===== src/rtl/srpd_pkg.sv =====
// ----------------------------------------------------------------------------
// srpd_pkg: shared types and constants of the scan range to point decimator
// Register map, control words between the sequencer and the serial units,
// CORDIC constants and the arctangent table.
// ----------------------------------------------------------------------------
package srpd_pkg;

	localparam int RANGE_W  = 16;
	localparam int ANGLE_W  = 16;
	localparam int COORD_W  = 24;
	localparam int GAP_W    = 32;
	localparam int PROD_W   = 32;
	localparam int XY_W     = 35;
	localparam int Z_W      = 24;
	localparam int DELTA_W  = 18;
	localparam int SQ_W     = 2 * COORD_W;
	localparam int CNT_W    = 5;
	localparam int ITER_W   = 4;

	localparam int MUL_STEPS    = RANGE_W;
	localparam int CORDIC_STEPS = 16;
	localparam int SQR_STEPS    = COORD_W;

	localparam logic [15:0] INV_GAIN_Q16 = 16'd39797;
	localparam logic signed [COORD_W-1:0] RESET_LAST_POINT = -24'sd1024000;
	localparam logic signed [COORD_W-1:0] COORD_MAX = 24'sh7FFFFF;
	localparam logic signed [COORD_W-1:0] COORD_MIN = 24'sh800000;

	localparam logic [2:0] REG_MIN_RANGE      = 3'd0;
	localparam logic [2:0] REG_RANGE_LIMIT    = 3'd1;
	localparam logic [2:0] REG_START_ANGLE    = 3'd2;
	localparam logic [2:0] REG_ANGLE_STEP     = 3'd3;
	localparam logic [2:0] REG_SENSOR_X       = 3'd4;
	localparam logic [2:0] REG_SENSOR_Y       = 3'd5;
	localparam logic [2:0] REG_SENSOR_HEADING = 3'd6;
	localparam logic [2:0] REG_MIN_GAP_SQ     = 3'd7;

	typedef struct packed {
		logic [RANGE_W-1:0] min_range;
		logic [RANGE_W-1:0] range_limit;
		logic [ANGLE_W-1:0] start_angle;
		logic [ANGLE_W-1:0] angle_step;
		logic [COORD_W-1:0] sensor_x;
		logic [COORD_W-1:0] sensor_y;
		logic [ANGLE_W-1:0] sensor_heading;
		logic [GAP_W-1:0]   min_gap_sq;
	} cfg_t;

	typedef struct packed {
		logic              load;
		logic              mul_step;
		logic              rot_step;
		logic              finish;
		logic [ITER_W-1:0] iter;
	} cordic_ctrl_t;

	typedef struct packed {
		logic load;
		logic step;
	} sqr_ctrl_t;

	typedef enum logic [2:0] {
		ST_IDLE,
		ST_MUL,
		ST_ROT,
		ST_POST,
		ST_OFFS,
		ST_DIFF,
		ST_SQR,
		ST_SUM
	} state_t;

	function automatic logic [Z_W-1:0] atan_entry(input logic [ITER_W-1:0] i);
		logic [Z_W-1:0] v;
		v = '0;
		case (i)
			4'd0:  v = 24'd2097152;
			4'd1:  v = 24'd1238021;
			4'd2:  v = 24'd654136;
			4'd3:  v = 24'd332050;
			4'd4:  v = 24'd166669;
			4'd5:  v = 24'd83416;
			4'd6:  v = 24'd41718;
			4'd7:  v = 24'd20860;
			4'd8:  v = 24'd10430;
			4'd9:  v = 24'd5215;
			4'd10: v = 24'd2608;
			4'd11: v = 24'd1304;
			4'd12: v = 24'd652;
			4'd13: v = 24'd326;
			4'd14: v = 24'd163;
			default: v = 24'd81;
		endcase
		return v;
	endfunction

endpackage


===== src/rtl/srpd_regs.sv =====
// ----------------------------------------------------------------------------
// srpd_regs: configuration register file
// APB-style slave, zero wait states, one 32-bit word per register.
// ----------------------------------------------------------------------------
module srpd_regs (
	input  logic          clk,
	input  logic          arst_n,
	input  logic          psel,
	input  logic          penable,
	input  logic          pwrite,
	input  logic [4:0]    paddr,
	input  logic [31:0]   pwdata,
	output logic [31:0]   prdata,
	output logic          pready,
	output srpd_pkg::cfg_t cfg
);
	import srpd_pkg::*;

	cfg_t       cfg_q;
	logic [2:0] idx;
	logic       wr_en;

	assign idx    = paddr[4:2];
	assign wr_en  = psel & penable & pwrite;
	assign pready = 1'b1;
	assign cfg    = cfg_q;

	always_ff @(posedge clk or negedge arst_n) begin
		if (!arst_n) begin
			cfg_q.min_range      <= 16'd0;
			cfg_q.range_limit    <= 16'd10240;
			cfg_q.start_angle    <= 16'd0;
			cfg_q.angle_step     <= 16'd0;
			cfg_q.sensor_x       <= 24'd0;
			cfg_q.sensor_y       <= 24'd0;
			cfg_q.sensor_heading <= 16'd0;
			cfg_q.min_gap_sq     <= 32'd10486;
		end else if (wr_en) begin
			unique case (idx)
				REG_MIN_RANGE:      cfg_q.min_range      <= pwdata[15:0];
				REG_RANGE_LIMIT:    cfg_q.range_limit    <= pwdata[15:0];
				REG_START_ANGLE:    cfg_q.start_angle    <= pwdata[15:0];
				REG_ANGLE_STEP:     cfg_q.angle_step     <= pwdata[15:0];
				REG_SENSOR_X:       cfg_q.sensor_x       <= pwdata[23:0];
				REG_SENSOR_Y:       cfg_q.sensor_y       <= pwdata[23:0];
				REG_SENSOR_HEADING: cfg_q.sensor_heading <= pwdata[15:0];
				default:            cfg_q.min_gap_sq     <= pwdata;
			endcase
		end
	end

	always_comb begin
		prdata = '0;
		unique case (idx)
			REG_MIN_RANGE:      prdata = {16'd0, cfg_q.min_range};
			REG_RANGE_LIMIT:    prdata = {16'd0, cfg_q.range_limit};
			REG_START_ANGLE:    prdata = {16'd0, cfg_q.start_angle};
			REG_ANGLE_STEP:     prdata = {16'd0, cfg_q.angle_step};
			REG_SENSOR_X:       prdata = {8'd0, cfg_q.sensor_x};
			REG_SENSOR_Y:       prdata = {8'd0, cfg_q.sensor_y};
			REG_SENSOR_HEADING: prdata = {16'd0, cfg_q.sensor_heading};
			default:            prdata = cfg_q.min_gap_sq;
		endcase
	end

endmodule


===== src/rtl/srpd_cordic.sv =====
// ----------------------------------------------------------------------------
// srpd_cordic: polar to cartesian unit
// Bit-serial range times inverse gain, then one CORDIC rotation per cycle,
// quarter-turn fold and rounding to 1/1024 m.
// ----------------------------------------------------------------------------
module srpd_cordic (
	input  logic                                   clk,
	input  srpd_pkg::cordic_ctrl_t                 ctrl,
	input  logic [srpd_pkg::RANGE_W-1:0]           range_in,
	input  logic [srpd_pkg::ANGLE_W-1:0]           angle_in,
	output logic signed [srpd_pkg::DELTA_W-1:0]    dx,
	output logic signed [srpd_pkg::DELTA_W-1:0]    dy
);
	import srpd_pkg::*;

	logic [RANGE_W-1:0]       range_sr_q;
	logic [PROD_W-1:0]        mcand_q;
	logic signed [XY_W-1:0]   x_q, y_q;
	logic signed [Z_W-1:0]    z_q;
	logic [1:0]               quad_q;
	logic signed [DELTA_W-1:0] dx_q, dy_q;

	logic [ANGLE_W-1:0]       a_biased;
	logic [1:0]               quad;
	logic [1:0]               res_hi;
	logic signed [XY_W-1:0]   xs, ys, tx, ty, rx, ry;
	logic [Z_W-1:0]           atan_v;

	assign a_biased = angle_in + 16'd8192;
	assign quad     = a_biased[15:14];
	assign res_hi   = angle_in[15:14] - quad;
	assign xs       = x_q >>> ctrl.iter;
	assign ys       = y_q >>> ctrl.iter;
	assign atan_v   = atan_entry(ctrl.iter);

	always_comb begin
		case (quad_q)
			2'd0: begin
				tx = x_q;
				ty = y_q;
			end
			2'd1: begin
				tx = -y_q;
				ty = x_q;
			end
			2'd2: begin
				tx = -x_q;
				ty = -y_q;
			end
			default: begin
				tx = y_q;
				ty = -x_q;
			end
		endcase
		rx = tx + 35'sd32768;
		ry = ty + 35'sd32768;
	end

	always_ff @(posedge clk) begin
		if (ctrl.load) begin
			range_sr_q <= range_in;
			mcand_q    <= {16'd0, INV_GAIN_Q16};
			x_q        <= '0;
			y_q        <= '0;
			z_q        <= {res_hi, angle_in[13:0], 8'd0};
			quad_q     <= quad;
		end else if (ctrl.mul_step) begin
			if (range_sr_q[0])
				x_q <= x_q + $signed({3'd0, mcand_q});
			range_sr_q <= range_sr_q >> 1;
			mcand_q    <= mcand_q << 1;
		end else if (ctrl.rot_step) begin
			if (!z_q[Z_W-1]) begin
				x_q <= x_q - ys;
				y_q <= y_q + xs;
				z_q <= z_q - $signed(atan_v);
			end else begin
				x_q <= x_q + ys;
				y_q <= y_q - xs;
				z_q <= z_q + $signed(atan_v);
			end
		end
		if (ctrl.finish) begin
			dx_q <= rx[33:16];
			dy_q <= ry[33:16];
		end
	end

	assign dx = dx_q;
	assign dy = dy_q;

endmodule


===== src/rtl/srpd_sqr.sv =====
// ----------------------------------------------------------------------------
// srpd_sqr: bit-serial squarer
// Shift-add square of a 24-bit magnitude, one multiplier bit per cycle.
// ----------------------------------------------------------------------------
module srpd_sqr (
	input  logic                          clk,
	input  srpd_pkg::sqr_ctrl_t           ctrl,
	input  logic [srpd_pkg::COORD_W-1:0]  mag,
	output logic [srpd_pkg::SQ_W-1:0]     square
);
	import srpd_pkg::*;

	logic [SQ_W-1:0]    mcand_q;
	logic [COORD_W-1:0] mplier_q;
	logic [SQ_W-1:0]    acc_q;

	always_ff @(posedge clk) begin
		if (ctrl.load) begin
			mcand_q  <= {{COORD_W{1'b0}}, mag};
			mplier_q <= mag;
			acc_q    <= '0;
		end else if (ctrl.step) begin
			if (mplier_q[0])
				acc_q <= acc_q + mcand_q;
			mcand_q  <= mcand_q << 1;
			mplier_q <= mplier_q >> 1;
		end
	end

	assign square = acc_q;

endmodule


===== src/rtl/scan_range_to_point_decimator_core.sv =====
// ----------------------------------------------------------------------------
// scan_range_to_point_decimator_core: laser scan sample to decimated point
// A sample outside the range window is consumed with no word out.
// A sample inside the window runs the serial range product, 16 CORDIC
// steps, fold, offset and difference, the serial squares, then sum and
// decide, which waits while a kept point meets a stalled output.
// Reset restores the register defaults, angle 0 and last point at -1000 m.
// ----------------------------------------------------------------------------
module scan_range_to_point_decimator_core (
	input  logic                                  clk,
	input  logic                                  arst_n,
	input  logic                                  psel,
	input  logic                                  penable,
	input  logic                                  pwrite,
	input  logic [4:0]                            paddr,
	input  logic [31:0]                           pwdata,
	output logic [31:0]                           prdata,
	output logic                                  pready,
	input  logic                                  sample_valid,
	output logic                                  sample_stall,
	input  logic [srpd_pkg::RANGE_W-1:0]          range_sample,
	input  logic                                  first_of_scan,
	output logic                                  point_valid,
	input  logic                                  point_stall,
	output logic signed [srpd_pkg::COORD_W-1:0]   point_x,
	output logic signed [srpd_pkg::COORD_W-1:0]   point_y
);
	import srpd_pkg::*;

	cfg_t         cfg;
	cordic_ctrl_t cordic_ctrl;
	sqr_ctrl_t    sqr_ctrl;
	state_t       state_q, state_d;

	logic [CNT_W-1:0]          cnt_q;
	logic [ANGLE_W-1:0]        beam_q;
	logic [ANGLE_W-1:0]        beam_d;
	logic [ANGLE_W-1:0]        angle;
	logic signed [COORD_W-1:0] last_x_q, last_y_q;
	logic signed [COORD_W-1:0] px_q, py_q;
	logic [SQ_W:0]             d2_q;
	logic signed [COORD_W-1:0] point_x_q, point_y_q;
	logic                      point_valid_q;

	logic                      accept;
	logic                      in_window;
	logic                      keep;
	logic                      decide;
	logic                      out_free;
	logic                      out_load;
	logic signed [DELTA_W-1:0] dx, dy;
	logic signed [COORD_W:0]   sum_x, sum_y;
	logic signed [COORD_W-1:0] sat_x, sat_y;
	logic signed [COORD_W:0]   ex, ey;
	logic [COORD_W-1:0]        mag_x, mag_y;
	logic [SQ_W-1:0]           sq_x, sq_y;

	srpd_regs u_regs (
		.clk     (clk),
		.arst_n  (arst_n),
		.psel    (psel),
		.penable (penable),
		.pwrite  (pwrite),
		.paddr   (paddr),
		.pwdata  (pwdata),
		.prdata  (prdata),
		.pready  (pready),
		.cfg     (cfg)
	);

	srpd_cordic u_cordic (
		.clk      (clk),
		.ctrl     (cordic_ctrl),
		.range_in (range_sample),
		.angle_in (angle),
		.dx       (dx),
		.dy       (dy)
	);

	srpd_sqr u_sqr_x (
		.clk    (clk),
		.ctrl   (sqr_ctrl),
		.mag    (mag_x),
		.square (sq_x)
	);

	srpd_sqr u_sqr_y (
		.clk    (clk),
		.ctrl   (sqr_ctrl),
		.mag    (mag_y),
		.square (sq_y)
	);

	assign accept    = sample_valid & ~sample_stall;
	assign in_window = (range_sample >= cfg.min_range) && (range_sample < cfg.range_limit);
	assign beam_d    = first_of_scan ? cfg.start_angle : beam_q + cfg.angle_step;
	assign angle     = beam_d + cfg.sensor_heading;
	assign keep      = d2_q > {{(SQ_W+1-GAP_W){1'b0}}, cfg.min_gap_sq};
	assign decide    = (cnt_q != '0);
	assign out_free  = ~point_valid_q | ~point_stall;

	assign sum_x = $signed({cfg.sensor_x[COORD_W-1], cfg.sensor_x})
		+ (COORD_W+1)'(dx);
	assign sum_y = $signed({cfg.sensor_y[COORD_W-1], cfg.sensor_y})
		+ (COORD_W+1)'(dy);

	always_comb begin
		sat_x = sum_x[COORD_W-1:0];
		if (sum_x[COORD_W] != sum_x[COORD_W-1])
			sat_x = sum_x[COORD_W] ? COORD_MIN : COORD_MAX;
		sat_y = sum_y[COORD_W-1:0];
		if (sum_y[COORD_W] != sum_y[COORD_W-1])
			sat_y = sum_y[COORD_W] ? COORD_MIN : COORD_MAX;
	end

	assign ex    = (COORD_W+1)'(last_x_q) - (COORD_W+1)'(px_q);
	assign ey    = (COORD_W+1)'(last_y_q) - (COORD_W+1)'(py_q);
	assign mag_x = ex[COORD_W] ? COORD_W'(-ex) : ex[COORD_W-1:0];
	assign mag_y = ey[COORD_W] ? COORD_W'(-ey) : ey[COORD_W-1:0];

	always_comb begin
		state_d = state_q;
		unique case (state_q)
			ST_IDLE: begin
				if (accept && in_window)
					state_d = ST_MUL;
			end
			ST_MUL: begin
				if (cnt_q == CNT_W'(MUL_STEPS - 1))
					state_d = ST_ROT;
			end
			ST_ROT: begin
				if (cnt_q == CNT_W'(CORDIC_STEPS - 1))
					state_d = ST_POST;
			end
			ST_POST: state_d = ST_OFFS;
			ST_OFFS: state_d = ST_DIFF;
			ST_DIFF: state_d = ST_SQR;
			ST_SQR: begin
				if (cnt_q == CNT_W'(SQR_STEPS - 1))
					state_d = ST_SUM;
			end
			default: begin
				if (decide && (!keep || out_free))
					state_d = ST_IDLE;
			end
		endcase
	end

	always_comb begin
		sample_stall         = (state_q != ST_IDLE);
		cordic_ctrl.load     = (state_q == ST_IDLE) && accept && in_window;
		cordic_ctrl.mul_step = (state_q == ST_MUL);
		cordic_ctrl.rot_step = (state_q == ST_ROT);
		cordic_ctrl.finish   = (state_q == ST_POST);
		cordic_ctrl.iter     = cnt_q[ITER_W-1:0];
		sqr_ctrl.load        = (state_q == ST_DIFF);
		sqr_ctrl.step        = (state_q == ST_SQR);
		out_load             = (state_q == ST_SUM) && decide && keep && out_free;
	end

	always_ff @(posedge clk or negedge arst_n) begin
		if (!arst_n) begin
			state_q       <= ST_IDLE;
			cnt_q         <= '0;
			beam_q        <= '0;
			last_x_q      <= RESET_LAST_POINT;
			last_y_q      <= RESET_LAST_POINT;
			point_valid_q <= 1'b0;
		end else begin
			state_q <= state_d;
			cnt_q   <= (state_d != state_q) ? '0 : cnt_q + 1'b1;
			if (accept) begin
				beam_q <= beam_d;
				if (first_of_scan) begin
					last_x_q <= RESET_LAST_POINT;
					last_y_q <= RESET_LAST_POINT;
				end
			end
			if (out_load) begin
				last_x_q      <= px_q;
				last_y_q      <= py_q;
				point_valid_q <= 1'b1;
			end else if (!point_stall) begin
				point_valid_q <= 1'b0;
			end
		end
	end

	always_ff @(posedge clk) begin
		if (state_q == ST_OFFS) begin
			px_q <= sat_x;
			py_q <= sat_y;
		end
		d2_q <= {1'b0, sq_x} + {1'b0, sq_y};
		if (out_load) begin
			point_x_q <= px_q;
			point_y_q <= py_q;
		end
	end

	assign point_valid = point_valid_q;
	assign point_x     = point_x_q;
	assign point_y     = point_y_q;

endmodule

===== config.mk =====
export PLATFORM = sky130hd
export DESIGN_NAME = scan_range_to_point_decimator_core
export DESIGN_NICKNAME = d
export VERILOG_FILES = /design/src/rtl/srpd_pkg.sv /design/src/rtl/srpd_regs.sv /design/src/rtl/srpd_cordic.sv /design/src/rtl/srpd_sqr.sv /design/src/rtl/scan_range_to_point_decimator_core.sv
export SDC_FILE = /design/constraint.sdc
export NUM_CORES = 2
export LEC_CHECK = 0
export BUFFER_PORTS_ARGS = -buffer_cell sky130_fd_sc_hd__buf_2
export CAP_MARGIN = 10
export CELL_PAD_IN_SITES_DETAIL_PLACEMENT = 1
export CELL_PAD_IN_SITES_GLOBAL_PLACEMENT = 1
export CORE_MARGIN = 1
export CORE_UTILIZATION = 40
export CTS_BUF_LIST = sky130_fd_sc_hd__clkbuf_8
export DETAILED_ROUTE_END_ITERATION = 7
export HOLD_SLACK_MARGIN = 0.03
export PLACE_DENSITY_LB_ADDON = 0.1
export RECOVER_POWER = 50
export SLEW_MARGIN = 5
export SYNTH_ARGS = -nofsm -noshare
export SYNTH_HDL_FRONTEND = slang
export SYNTH_HIERARCHICAL = 1
export SYNTH_SLANG_ARGS = --single-unit

===== constraint.sdc =====
create_clock -name clk -period 5.8 [get_ports clk]
set_input_delay 1.16 -clock clk [delete_from_list [all_inputs] [get_ports clk]]
set_output_delay 1.16 -clock clk [all_outputs]
set_load 0.03 [all_outputs]

# After elaboration in Yosys (flattened, before gate mapping)
# Memory sizes are Yosys's and may differ from the RTL's.
# Cells that the tools add are included.
# Widths: inputs -> output; s select.
# word_totals
latch_bits	0
mem_bits_ro	352
register_bits	798
out_inout_bits	83
memories	1
ram_bits	0
inputBits	61
# memory_table
memory	words	word_bits	read_ports	rd_ports_with_merged_regs	write_ports	line	rtl
(no name shown)	16	22	1	0	0	srpd_pkg.sv:76	case (i)
# op_classes
n_mul	0
order_cmp	3
eq_ne	23
bitwise	9
muxes	42
n_addsub	25
n_reduce_logical	36
div	0
shift	2
# op_table
op	n
$mux 24	22
$pmux 32 s7	1
$pmux 34 s3	2
$mux 35	5
$add 48x48->48	2
$add 35x35->35	2
$sshr 35x4->35	2
$sub 35x35->35	2
$add 34x17->34 const B	2
$neg 34->34	2
$add 24x18->25	2
$sub 24x24->25	2
$add 48x48->49	1
$gt 49x32->1	1
$mux 16	3
$neg 24->24	2
$add 35x33->35	1
$add 16x16->16	2
$reduce_and 2->1	14
$add 24x24->24	1
$sub 24x24->24	1
$eq 3x3->1 const B	7
$pmux 3 s7	1
$add 16x14->16 const B	1
28 further kinds	59

# Logic depth before layout (Yosys ltp)
# logic_depth
depth_word	8
depth_mapped	28

# Hierarchy
# Netlist, hierarchy kept.
# modules_own_cells
mod	cells_per_inst	area_each_um2	n_inst	seq_area_each_um2
srpd_cordic	2408	19867.8	1	4304.1
scan_range_to_point_decimator_core	2060	18457.7	1	5705.5
srpd_regs	538	7329.5	1	4016.4
srpd_sqr at u_sqr_y	816	7051.8	1	2882.8
srpd_sqr at u_sqr_x	797	6979.2	1	2882.8

# Least setup slack after synthesis
# OpenSTA, ideal clock, no wires.
# synth_timing
path_type	register to register
startpoint	register cnt_q[0]
endpoint	register u_cordic.y_q[34]
required_time_ns	5.677
setup_slack_ns	-0.454
t_arrival_ns	6.130
path_buffers	5
stages_incl_launch_ff	25
period_less_slack_ns	6.254
setup_time_ns	0.123
cell_sequence	dfrtp_1 > buf_6 > buf_6 > buf_4 > buf_4 > buf_2 > mux4_2 > mux4_2 > inv_1 > ha_1 > nand2_1 > or2_1 > o21ai_0 > xor2_1 > ha_1 > a21o_1 > a21o_1 > a211oi_1 > nand3_1 > a2111oi_0 > o21a_1 > o31ai_1 > a31oi_1 > mux2i_1 > mux2_1
# synth_between
elab_chain_len	3
# synth_lines
item	line	rtl
start: declaration	scan_range_to_point_decimator_core.sv:35	logic [CNT_W-1:0] cnt_q;
start signal: assignment	scan_range_to_point_decimator_core.sv:172	cnt_q <= (state_d != state_q) ? '0 : cnt_q + 1'b1;
$sshr 35x4->35 *	srpd_cordic.sv:32	assign xs = x_q >>> ctrl.iter;
$add 35x35->35 or $sub 35x35->35 (tied branches)	srpd_cordic.sv:75, srpd_cordic.sv:79	
$mux 35 *	srpd_cordic.sv:73	if (!z_q[Z_W-1]) begin
end signal: assignment	srpd_cordic.sv:75	y_q <= y_q + xs;
end signal: assignment	srpd_cordic.sv:79	y_q <= y_q - xs;
end: declaration	srpd_cordic.sv:18	logic signed [XY_W-1:0] x_q, y_q;
# Mark *: on every way between the ends. The rest lies on a longest branch, timed or not.
# A chain may end at the register's enable or synchronous reset.

# Final worst setup path
# layout_timing
startpoint	register cnt_q[1]
endpoint	register u_cordic.x_q[34]
# layout_between
elab_chain_len	5
# layout_lines
item	line	rtl
$sshr 35x4->35 *	srpd_cordic.sv:33	assign ys = y_q >>> ctrl.iter;
$sub 35x35->35 or $add 35x35->35 (tied branches)	srpd_cordic.sv:74, srpd_cordic.sv:78	
$mux 35 *	srpd_cordic.sv:73	
$mux 35 *	srpd_cordic.sv:72	end else if (ctrl.rot_step) begin
$mux 35 *	srpd_cordic.sv:67	end else if (ctrl.mul_step) begin
end signal: assignment	srpd_cordic.sv:69	x_q <= x_q + $signed({3'd0, mcand_q});
end signal: assignment	srpd_cordic.sv:74	x_q <= x_q - ys;
end signal: assignment	srpd_cordic.sv:78	x_q <= x_q + ys;
end: declaration	srpd_cordic.sv:18	
# Mark *: on every way between the ends. The rest lies on a longest branch, timed or not. The select of a mux whose other input is x is not followed.

==> impl_metrics.ini <==
[status]
status = finished, violations left
failed_checks = capacitance limit, slew limit

[routing]
wirelength_mm = 205.1
vias_per_cell = 5.732
drtIter0Drc = 2657
wl_per_cell_um = 22.68
drt_first_pass_iters = 6
ant_nets = 0
dr_total_vias = 51850
drc_errors = 0

[global_route]
grt_use_met1_pct = 35.30
use_met2_pct = 44.67
grt_first_pass_wirelength_mm = 314.3
busiest_layer = met2
grt_antenna_before_repair = 5
track_usage_pct = 26.47
grt_pass1_vias = 53070
use_met3_pct = 3.091
grt_max_degree = 141
gr-total-overflow = 0

[die]
die_area_um2 = 150800
die_w_um = 388.3
die_y_um = 388.3
initial_core_util_pct = 40.37
io_pins = 144
fp-row-count = 141
core_area_um2 = 147800

[clocking]
htreeDepth = 4
clk_pin_slew_ns = 0.07
clock_latency_ns = 0.91
cts_buffer_depth = 3
tritoncts = yes
cts_hold_buf = 0
cts-buffers-inserted = 159
clock-sinks = 798
cts_root_buffer = clkbuf_8

[sta]
hold_viol_final = 0
period_needed_ns = 5.778
fin_crit_sh_pct = 99.62
worstMarginPinSlew_ns = 3.058
max_slew_margin_pct = -103.9
fmax_mhz = 173.1
rsz0062_at_grt = true
slew_viol_final = 688
clock_skew_ns = 0.06261
setup_violations = 0

[place]
dpl_cell_area_um2 = 64190
placedCellCount = 8712
port_buffers = 140
globalplace.congestion = 0.9108
dpl.hpwl_mm = 157.1

[job]
drv_cap = 18

[power_and_ir_drop]
power_uw = 27920
irDropWorstVdd_mv = 0.1987
p_per_area_nw_per_um2 = 408.2
p_leak_uw = 0.02935

[final_layout]
fin_area_um2 = 68390
nFillCells = 17160
syn_to_final_growth_pct = 14.58
drive_above_1_share_pct = 17.42
fin_cells = 9045
post-route-util_pct = 46.26
fin_nets = 7493

[yosys]
synthCells = 6619
synth_edf_count = 262
syn_nets = 7136
synth.avg_cell_area_um2 = 9.017
syn_area_um2 = 59690
ys_seq_area_share_pct = 33.16
synth_cell_types = 130
async_reset_ff_share_pct = 29.20
ys_ff_latch = 798
yosys_warnings = 6
ys.flop_type = dfxtp_1

[setup_path]
worstPathArrival_ns = 6.52
worstSetupPathType = reg -> reg
critPathMaxFanout = 7
crit_path_end_kind = flop
cp.required_ns = 6.54
startpoint_type = flop

[min_path]
hp-class = in -> async
==> cell type report <==
type	instances	area [µm²]	share of cell area, %
tap	1930	2415	3.531
inverter	351	1325	1.938
sequential	798	19800	28.96
antenna	9	22.52	0.03293
clock buffer	188	2587	3.784
clock inverter	103	764.5	1.118
timing repair buffer	531	3801	5.558
multi-input combinational	5135	37670	55.08
==> worst max-delay path, cell delays in order (launching register included) <==
cell and delay, ns:
dfrtp_4 0.55, buf_12 0.16, mux2_2 0.28, mux4_2 0.51, mux2i_2 0.21, ha_2 0.26
buf_4 0.12, nand3_2 0.09, o21bai_4 0.12, nor2b_4 0.15, buf_6 0.12, and2_4 0.15
a31oi_2 0.09, xor2_1 0.19, a21oi_1 0.16, ha_1 0.27, and3_1 0.19, a221o_1 0.34
or3_4 0.34, o211ai_1 0.17, buf_4 0.17, a31oi_4 0.12, a31oi_4 0.20, a21oi_2 0.08
xnor2_1 0.14, nor2_1 0.16, mux2_4 0.32
==> sequential cells by signal, indices dropped and copies added, names as in the netlist, 32 cells and up <==
register	cells
u_sqr_x/square	48
u_sqr_x/mcand_q	48
u_cordic/mcand_q	32
u_cordic/y_q	35
d2_q	49
u_regs/cfg	160
u_sqr_y/square	48
u_cordic/x_q	35
u_sqr_y/mcand_q	48
==> path summary, 6_finish.rpt <==
check / slack [ns] / endpoint / start / depth (start not counted)
min: 0.24 / u_regs/cfg[136] / arst_n / 1
min reg2reg: 0.45 / u_cordic/mcand_q[31] / u_cordic/mcand_q[31] / 2
min in group clk: 0.45 / u_cordic/mcand_q[31] / u_cordic/mcand_q[31] / 2
max reg2reg: 0.02 / u_cordic/x_q[34] / cnt_q[1] / 26
max: 0.02 / u_cordic/x_q[34] / cnt_q[1] / 26
max in group asynchronous: 2.22 / u_regs/cfg[30] / arst_n / 2
==> placed cells by master (no fill, tap or decap), types with 88 or more instances in the layout <==
cell type and n:
buf_2 88, a21o_1 215, mux2i_1 131, o21ai_0 357, clkbuf_8 188, nand3_1 109, dfxtp_1 303, nor3_1 92
ha_1 439, xor2_1 178, edfxtp_1 262, a21oi_1 581, inv_1 393, buf_4 351, nor2_1 410, mux2_2 241
nand2_1 677, xnor2_1 320, dfrtp_1 207
==> metrics by stage <==
step	hold slack (ns)	setup WS [ns]	TNS, ns
2_1_floorplan	0.4264	0.0001754	0
3_3_place_gp	0.4385	-0.3090	-2.857
3_5_place_dp	0.4434	-0.3812	-4.089
4_1_cts	0.2202	0.009248	0
5_1_grt	0.2421	-0.2706	-1.305
6_report	0.2437	0.02185	0
==> Yosys cell counts (92+ instances only) <==
library cell / number / share of area, %
a21o_1: 215 / 2.7
clkbuf_1: 228 / 1.4
dfxtp_1: 303 / 10
xor2_1: 179 / 2.6
a21oi_1: 593 / 5.0
inv_1: 349 / 2.2
mux2i_1: 135 / 2.3
nand2_1: 682 / 4.3
nand3_1: 115 / 0.96
edfxtp_1: 262 / 13
ha_1: 444 / 9.3
nor3_1: 92 / 0.77
mux2_2: 247 / 4.7
nor2_1: 413 / 2.6
o21ai_0: 367 / 3.1
dfrtp_1: 211 / 8.8
xnor2_1: 320 / 4.7
==> layer usage <==
layer	up-vias	routed length, µm
met3	301	6961
met1	25890	94260
met4	0	6161
met2	833	97720
li1	24830	-
met5	-	0
==> report_power, final <==
group          internal [µW]  leakage [µW]  switching (µW)
clock                   3340       0.00190            2820
sequential              6940       0.00744            1040
combinational           5940        0.0200            7840
==> logic make-up after synthesis <==
family | Yosys count | synth area share, %
other | 1 | 0.006283
adder cells (fa/ha/maj) | 467 | 9.895
buffers and inverters | 686 | 4.796
AO/OA/AOI/OAI | 1879 | 20.29
multiplexers | 458 | 9.691
flip-flops | 798 | 33.16
AND/OR/NAND/NOR | 1831 | 14.84
XOR/XNOR | 499 | 7.322
==> repair_timing <==
item	CTS	global route
pin swaps	12	61
setup buffers	11	20
gates cloned	0	2
gates resized for setup	48	116
setup endpoints to repair	24	33
hold endpoints to repair	0	0
(Power assumes the default switching activity.)
